**config.mk**
```make
export PLATFORM = sky130hd
export DESIGN_NAME = ultrasonic_ranger_controller
export DESIGN_NICKNAME = d
export VERILOG_FILES = /design/src/design/urc_pkg.sv /design/src/design/ultrasonic_ranger_controller.sv
export SDC_FILE = /design/constraint.sdc
export NUM_CORES = 1
export LEC_CHECK = 0
export ABC_AREA = 1
export BUFFER_PORTS_ARGS = -buffer_cell sky130_fd_sc_hd__buf_2
export CORE_ASPECT_RATIO = 1.1
export CORE_UTILIZATION = 50
export CTS_CLUSTER_SIZE = 12
export DETAILED_ROUTE_END_ITERATION = 10
export GPL_ROUTABILITY_DRIVEN = 0
export GPL_TIMING_DRIVEN = 1
export MAX_ROUTING_LAYER = met4
export PLACE_DENSITY_LB_ADDON = 0.1
export SLEW_MARGIN = 20
export SYNTH_ARGS = -nofsm -noshare
export SYNTH_HDL_FRONTEND = slang
export SYNTH_SLANG_ARGS = --single-unit
```
**constraint.sdc**
```tcl
create_clock -name clk -period 5.2 [get_ports clk]
set_input_delay 0.52 -clock clk [delete_from_list [all_inputs] [get_ports clk]]
set_output_delay 0.52 -clock clk [all_outputs]
set_load 0.03 [all_outputs]
```
**src/design/urc_pkg.sv**
```systemverilog
// ----------------------------------------------------------------------------
// urc_pkg
// Shared types and constants for the ultrasonic ranger controller.
// ----------------------------------------------------------------------------
package urc_pkg;

  localparam int TIME_BITS_DEFAULT = 24;

  localparam int WIDTH_W = 24;
  localparam int DIST_W  = 27;
  localparam int TRIG_W  = 8;
  localparam int TOUT_W  = 24;
  localparam int CFG_W   = 24;
  localparam int IDX_W   = 2;

  localparam int FACTOR_W = 11;
  localparam logic [FACTOR_W-1:0] DIST_FACTOR = FACTOR_W'(1124);
  localparam int DIST_SHIFT = 8;

  localparam logic [TRIG_W-1:0] TRIGGER_US_RESET = TRIG_W'(10);
  localparam logic [TOUT_W-1:0] TIMEOUT_US_RESET = TOUT_W'(58309);

  typedef enum logic [IDX_W-1:0] {
    REG_ENABLE  = 2'd0,
    REG_TRIGGER = 2'd1,
    REG_TIMEOUT = 2'd2,
    REG_NONE    = 2'd3
  } reg_idx_t;

  typedef enum logic [1:0] {
    PH_TRIG_OFF  = 2'd0,
    PH_TRIG_ON   = 2'd1,
    PH_WAITING   = 2'd2,
    PH_MEASURING = 2'd3
  } phase_t;

endpackage

```
**src/design/ultrasonic_ranger_controller.sv**
```systemverilog
// ----------------------------------------------------------------------------
// ultrasonic_ranger_controller
// Trigger/echo ranger sequencer: one request per microsecond tick, one result
// per request with trigger drive, last echo width and distance.
// ----------------------------------------------------------------------------
//  channel  | handshake                  | payload
//  ---------+----------------------------+-----------------------------------
//  echo     | echo_valid / echo_ready    | echo_level
//  result   | result_valid / result_ready| trigger_level, measurement_valid,
//           |                            | echo_width_us, distance_q8,
//           |                            | new_measurement
//  config   | cfg_we                     | cfg_index, cfg_data
//
//  one request per cycle while echo_ready is high; its result is registered
//  into the output register at acceptance
//  the path per request is one saturating increment, the phase compares and
//  a 24 x 11 bit multiply for the distance
//  echo_ready stays high while the result register is empty or being drained
//  synchronous reset clears phase, counters, measurement and result valid
// ----------------------------------------------------------------------------
module ultrasonic_ranger_controller
  import urc_pkg::*;
#(
  parameter int TIME_BITS = TIME_BITS_DEFAULT
) (
  input  logic                clk,
  input  logic                rst,
  input  logic                cfg_we,
  input  logic [IDX_W-1:0]    cfg_index,
  input  logic [CFG_W-1:0]    cfg_data,
  input  logic                echo_valid,
  output logic                echo_ready,
  input  logic                echo_level,
  output logic                result_valid,
  input  logic                result_ready,
  output logic                trigger_level,
  output logic                measurement_valid,
  output logic [WIDTH_W-1:0]  echo_width_us,
  output logic [DIST_W-1:0]   distance_q8,
  output logic                new_measurement
);

  localparam int CMP_W  = (TIME_BITS > TOUT_W) ? TIME_BITS : TOUT_W;
  localparam int PROD_W = WIDTH_W + FACTOR_W;

  logic                enable;
  logic [TRIG_W-1:0]   trigger_us;
  logic [TOUT_W-1:0]   timeout_us;

  phase_t              phase, phase_next;
  logic [TIME_BITS-1:0] elapsed, elapsed_next, elapsed_inc;
  logic [WIDTH_W-1:0]  last_width, last_width_next;
  logic                have_meas, have_meas_next;
  logic                fresh_next;

  logic [CMP_W-1:0]    elapsed_ext;
  logic                over_timeout, over_trigger;
  logic [WIDTH_W-1:0]  width_sat;
  logic [PROD_W-1:0]   product;
  logic                accept;

  assign echo_ready = !result_valid || result_ready;
  assign accept     = echo_valid && echo_ready;

  // configuration registers
  always_ff @(posedge clk) begin
    if (rst) begin
      enable     <= 1'b0;
      trigger_us <= TRIGGER_US_RESET;
      timeout_us <= TIMEOUT_US_RESET;
    end else if (cfg_we) begin
      case (reg_idx_t'(cfg_index))
        REG_ENABLE:  enable     <= cfg_data[0];
        REG_TRIGGER: trigger_us <= cfg_data[TRIG_W-1:0];
        REG_TIMEOUT: timeout_us <= cfg_data[TOUT_W-1:0];
        default: ;
      endcase
    end
  end

  // saturating tick counter and compares
  assign elapsed_inc  = (&elapsed) ? elapsed : elapsed + 1'b1;
  assign elapsed_ext  = CMP_W'(elapsed_inc);
  assign over_timeout = elapsed_ext > CMP_W'(timeout_us);
  assign over_trigger = elapsed_ext > CMP_W'(trigger_us);
  assign width_sat    = (elapsed_ext > CMP_W'({WIDTH_W{1'b1}})) ?
                        {WIDTH_W{1'b1}} : WIDTH_W'(elapsed_ext);

  always_comb begin
    phase_next      = phase;
    elapsed_next    = elapsed_inc;
    last_width_next = last_width;
    have_meas_next  = have_meas;
    fresh_next      = 1'b0;
    if (!enable) begin
      phase_next      = PH_TRIG_OFF;
      elapsed_next    = '0;
      last_width_next = '0;
      have_meas_next  = 1'b0;
    end else begin
      case (phase)
        PH_TRIG_OFF: begin
          if (over_timeout) begin
            phase_next   = PH_TRIG_ON;
            elapsed_next = '0;
          end
        end
        PH_TRIG_ON: begin
          if (over_trigger) begin
            phase_next   = PH_WAITING;
            elapsed_next = '0;
          end
        end
        PH_WAITING: begin
          if (echo_level) begin
            phase_next   = PH_MEASURING;
            elapsed_next = '0;
          end else if (over_timeout) begin
            phase_next   = PH_TRIG_ON;
            elapsed_next = '0;
          end
        end
        PH_MEASURING: begin
          if (!echo_level) begin
            last_width_next = width_sat;
            have_meas_next  = 1'b1;
            fresh_next      = 1'b1;
            phase_next      = PH_TRIG_ON;
            elapsed_next    = '0;
          end
        end
        default: begin
          phase_next = PH_TRIG_OFF;
        end
      endcase
    end
  end

  assign product = PROD_W'(last_width_next) * PROD_W'(DIST_FACTOR);

  // ranger state
  always_ff @(posedge clk) begin
    if (rst) begin
      phase      <= PH_TRIG_OFF;
      elapsed    <= '0;
      last_width <= '0;
      have_meas  <= 1'b0;
    end else if (accept) begin
      phase      <= phase_next;
      elapsed    <= elapsed_next;
      last_width <= last_width_next;
      have_meas  <= have_meas_next;
    end
  end

  // result register
  always_ff @(posedge clk) begin
    if (rst) begin
      result_valid <= 1'b0;
    end else if (accept) begin
      result_valid <= 1'b1;
    end else if (result_ready) begin
      result_valid <= 1'b0;
    end
  end

  always_ff @(posedge clk) begin
    if (accept) begin
      trigger_level     <= (phase_next == PH_TRIG_ON);
      measurement_valid <= have_meas_next;
      echo_width_us     <= last_width_next;
      distance_q8       <= product[PROD_W-1:DIST_SHIFT];
      new_measurement   <= fresh_next;
    end
  end

  a_fresh_raises_trigger : assert property (@(posedge clk) disable iff (rst)
    (result_valid && new_measurement) |-> (trigger_level && measurement_valid))
    else $error("new measurement without trigger or valid flag");

  a_invalid_reads_zero : assert property (@(posedge clk) disable iff (rst)
    (result_valid && !measurement_valid) |-> (echo_width_us == '0))
    else $error("width nonzero while measurement invalid");

  a_disabled_result : assert property (@(posedge clk) disable iff (rst)
    (accept && !enable) |=> (result_valid && !trigger_level && !measurement_valid
                              && !new_measurement))
    else $error("disabled tick gave a live result");

  a_capture_sets_have : assert property (@(posedge clk) disable iff (rst)
    (accept && enable && phase == PH_MEASURING) |=>
      (phase == PH_MEASURING || (phase == PH_TRIG_ON && have_meas)))
    else $error("measuring left without capture");

endmodule
```
==> out/summary.txt <==
=================================================================================
Result of the run                                                    finished, final reports clean
Critical Path Most Common Cell                                       sky130_fd_sc_hd__inv_1
Worst R2R End                                                        distance_q8[23]
Overall die height                                                         153 um
Critical path class                                                       reg2reg
Post-synthesis instance area                                          10300 sq um
Per-cell via count in the routed design                                      5.17
Critical-path cell list                                              nand2_1, nor2_4, nand3_1, xor2_2, nand2_2, o21ai_1, inv_1, ha_1, ha_1, fa_1, inv_1, fa_1, inv_1, ha_4, a21oi_1, a21boi_1, nand3_2, nand2_1, nand2_1, a21oi_2, inv_1, a21oi_2, o21ai_2, xor2_1
Total global routing overflow                                                   0
Root buffer selected by CTS                                          sky130_fd_sc_hd__clkbuf_16
Sort of element at the end of the critical path                          register
Number of antenna violations at the first check in global routing               0
Post-route DRC                                                                  0
#FFs+latches synth                                                            139
Min setup slack post-route                                               0.206 ns
Synthesized Nets                                                             1432
Pre-CTS setup slack                                                    -0.0145 ns
Clock latency of the later-clocked register in the worst-skew pair        0.44 ns
Number of stages on the worst hold path                                         3
Syn Inst Count                                                               1238
Final clock period utilization by the worst path                            96.0%
CTS tree                                                                    built
Share of the core filled with cells                                         63.2%
Reported leakage power                                                 0.00625 uW
Maximum fanout count along the critical path                                    3
Average cell area after synthesis                                      8.32 sq um
Dominant cell type by area after synthesis                           sky130_fd_sc_hd__dfxtp_1
Core Area                                                             20000 sq um
Data arrival, critical path                                               5.18 ns
Rows                                                                           54
1st-iter DRT viols                                                            383
Total design power                                                        2740 uW
Number of nets with antenna violations after detailed routing                   0
Filler Cell Count                                                            1744
Required time at the endpoint of the critical path                        5.38 ns
Number of warnings reported in the yosys synthesis log                          0
Global-route usage over all layers                                          24.6%
Transition time of the tightest slew-check pin                           0.884 ns
Total number of H-tree levels                                                   4
Launch point of the worst hold path                                  cfg_data[15]
Initial core utilization                                                    51.5%
Hold Path Sink                                                       timeout_us[15]
Unrepaired setup endpoints after global routing                              true
Top cell type's share of synthesized area                                   16.5%
Critical path's slowest cell                                         sky130_fd_sc_hd__fa_1
Clock Sink Count                                                              139
Maximum clock path buffer count                                                 2
Highest Clock Rate                                                        200 MHz
Die width                                                                  139 um
Worst reg-to-reg path cell count                                               24
Clock tree skew after final layout                                      0.0148 ns
Kind of launch point of the worst setup path                             register
Maximum cell stage delay along the critical path                          0.54 ns
Port Buf Inserts                                                               87
Area of the die                                                       21200 sq um
Number of hold violations in the final report                                   0
Via count                                                                    8677
Total inserted antenna cells                                                    0
Power Dens Cells                                                      217 nW/um^2
Count of boundary I/O pins                                                     88
Routed WL per cell                                                        14.7 um
Launching point of the worst reg2reg path                              elapsed[5]
Crit path time final                                                      4.99 ns
Worst VDD drop                                                             225 uV
Minimum setup slack among reg-to-reg paths                                0.21 ns
Library cells used by synthesis                                                48
Path category of the worst min-delay check                                 in2reg
Clk pin slew, worst setup/hold paths                                      0.06 ns
Largest net degree at the start of global routing                              58
Total CTS buffers                                                              17
Worst rel slew slack                                                        41.0%
Layout Cell Area excl Fill                                            12600 sq um
Layout overhead on the synthesized area                                     22.6%
Final setup viols                                                               0
NumNets Final                                                                1607
Share of synthesized area occupied by flip-flops and latches                32.3%
Number of max-capacitance violations reported                                   0
Most area-consuming cells after synthesis                            sky130_fd_sc_hd__dfxtp_1 17%, sky130_fd_sc_hd__edfxtp_1 16%, sky130_fd_sc_hd__ha_1 15%
Routed WL                                                                24600 um
Placement-stage cell area                                             11600 sq um
Via count of the first global-routing pass                                   8365
First-pass DRT Iterations                                                       7
Fraction of final layout cells with drive strength greater than 1           25.9%
Dpl hpwl                                                                 19300 um
Wire length of the first global-routing pass                             40300 um
Pins over their slew limit                                                      0
=================================================================================
==> worst max path at each step <==
stage                          start               to  slack, ns  depth (start not counted)
after floorplan           elapsed[1]  distance_q8[23]       0.01                         29
after global placement    elapsed[0]  distance_q8[23]       0.03                         31
after detailed placement  elapsed[0]  distance_q8[23]      -0.01                         31
after CTS                 elapsed[2]  distance_q8[23]       0.02                         23
after global routing      elapsed[0]  distance_q8[23]      -0.04                         31
final                     elapsed[5]  distance_q8[23]       0.21                         24
==> metrics by stage <==
step	cells	TNS, ns	hold WS [ns]
after detailed placement	1629	-0.0145	0.452
after CTS	1661	0	0.287
final	1678	0	0.294
after global placement	1629	0	0.448
after global routing	1678	-0.0627	0.310
after floorplan	1238	0	0.435
==> cells in the mapped netlist, drive strengths merged <==
library cell,count
a211oi,1
a21boi,1
a21o,4
a21oi,118
a221oi,1
a31oi,12
buf,13
clkbuf,25
clkinv,2
dfxtp,85
edfxtp,54
fa,39
ha,123
inv,182
nand2,218
nand3,63
nand3b,1
nand4,16
nor2,100
nor3,7
nor4,4
o211ai,14
o21a,21
o21ai,91
o21bai,4
o31ai,1
or2,2
xnor2,14
xor2,22
==> registers in the layout (all words and copies together) (netlist names), 2 cells and up <==
signal         cells
elapsed           24
timeout_us        24
trigger_us         8
distance_q8       27
phase              2
echo_width_us     24
last_width        24
==> worst max-delay path: cells and delay by family, from the launching register on <==
kind / cells / cell delay (ns)
buf+inv: 4 / 0.29
xor+xnor: 2 / 0.36
flops: 1 / 0.38
fa+ha+maj: 5 / 1.92
compound gates: 6 / 0.92
simple gates: 7 / 0.83
==> cell families after synthesis <==
group                    share of synthesized area (%)
AND/OR/NAND/NOR                                   18.8
AO/OA/AOI/OAI                                     14.9
buffers and inverters                             8.50
adder cells (fa/ha/maj)                           22.5
flip-flops                                        32.3
XOR/XNOR                                          3.06
==> routing by layer <==
| metal | wire length [um] | track usage (%) |
|---|---|---|
| met2 | 12600 | 44.2 |
| met4 | 590 | 8.99 |
| met1 | 10800 | 28.0 |
| met3 | 602 | 3.08 |
| met5 | 0 | - |
==> cells in the final DEF, fill, tap and decap left out, types with 17 or more instances in the layout <==
master / count
sky130_fd_sc_hd__dfxtp_1: 78
sky130_fd_sc_hd__o21ai_0: 65
sky130_fd_sc_hd__ha_1: 114
sky130_fd_sc_hd__nand2_1: 193
sky130_fd_sc_hd__inv_1: 167
sky130_fd_sc_hd__clkbuf_16: 17
sky130_fd_sc_hd__buf_4: 105
sky130_fd_sc_hd__buf_2: 87
sky130_fd_sc_hd__nor2_1: 78
sky130_fd_sc_hd__nand3_2: 27
sky130_fd_sc_hd__nand2_2: 21
sky130_fd_sc_hd__edfxtp_1: 54
sky130_fd_sc_hd__xor2_1: 21
sky130_fd_sc_hd__nand3_1: 35
sky130_fd_sc_hd__fa_1: 39
sky130_fd_sc_hd__o21a_1: 21
sky130_fd_sc_hd__a21oi_1: 110
==> report_power, final <==
part | total [uW] | internal, uW | switching (uW)
sequential | 1200 | 1180 | 16.5
combinational | 288 | 95.4 | 193
clock | 1250 | 730 | 518
total | 2740 | 2010 | 728
==> layout make-up <==
class | instances | area (sq um) | share of cell area [%]
clock buffers | 18 | 439 | 3.48
clock inverters | 14 | 158 | 1.25
inverters | 184 | 693 | 5.49
multi-input cells | 877 | 6430 | 50.9
flip-flops and latches | 139 | 3340 | 26.4
well taps | 252 | 315 | 2.50
repair buffers | 194 | 1260 | 10.0
==> what timing repair did <==
item | CTS | global route
gates resized for setup | 4 | 81
endpoints found under the setup margin | 1 | 17
setup buffers | 0 | 17
pin swaps | 0 | 14
hold buffers | 0 | 0
(Power assumes the default switching activity.)
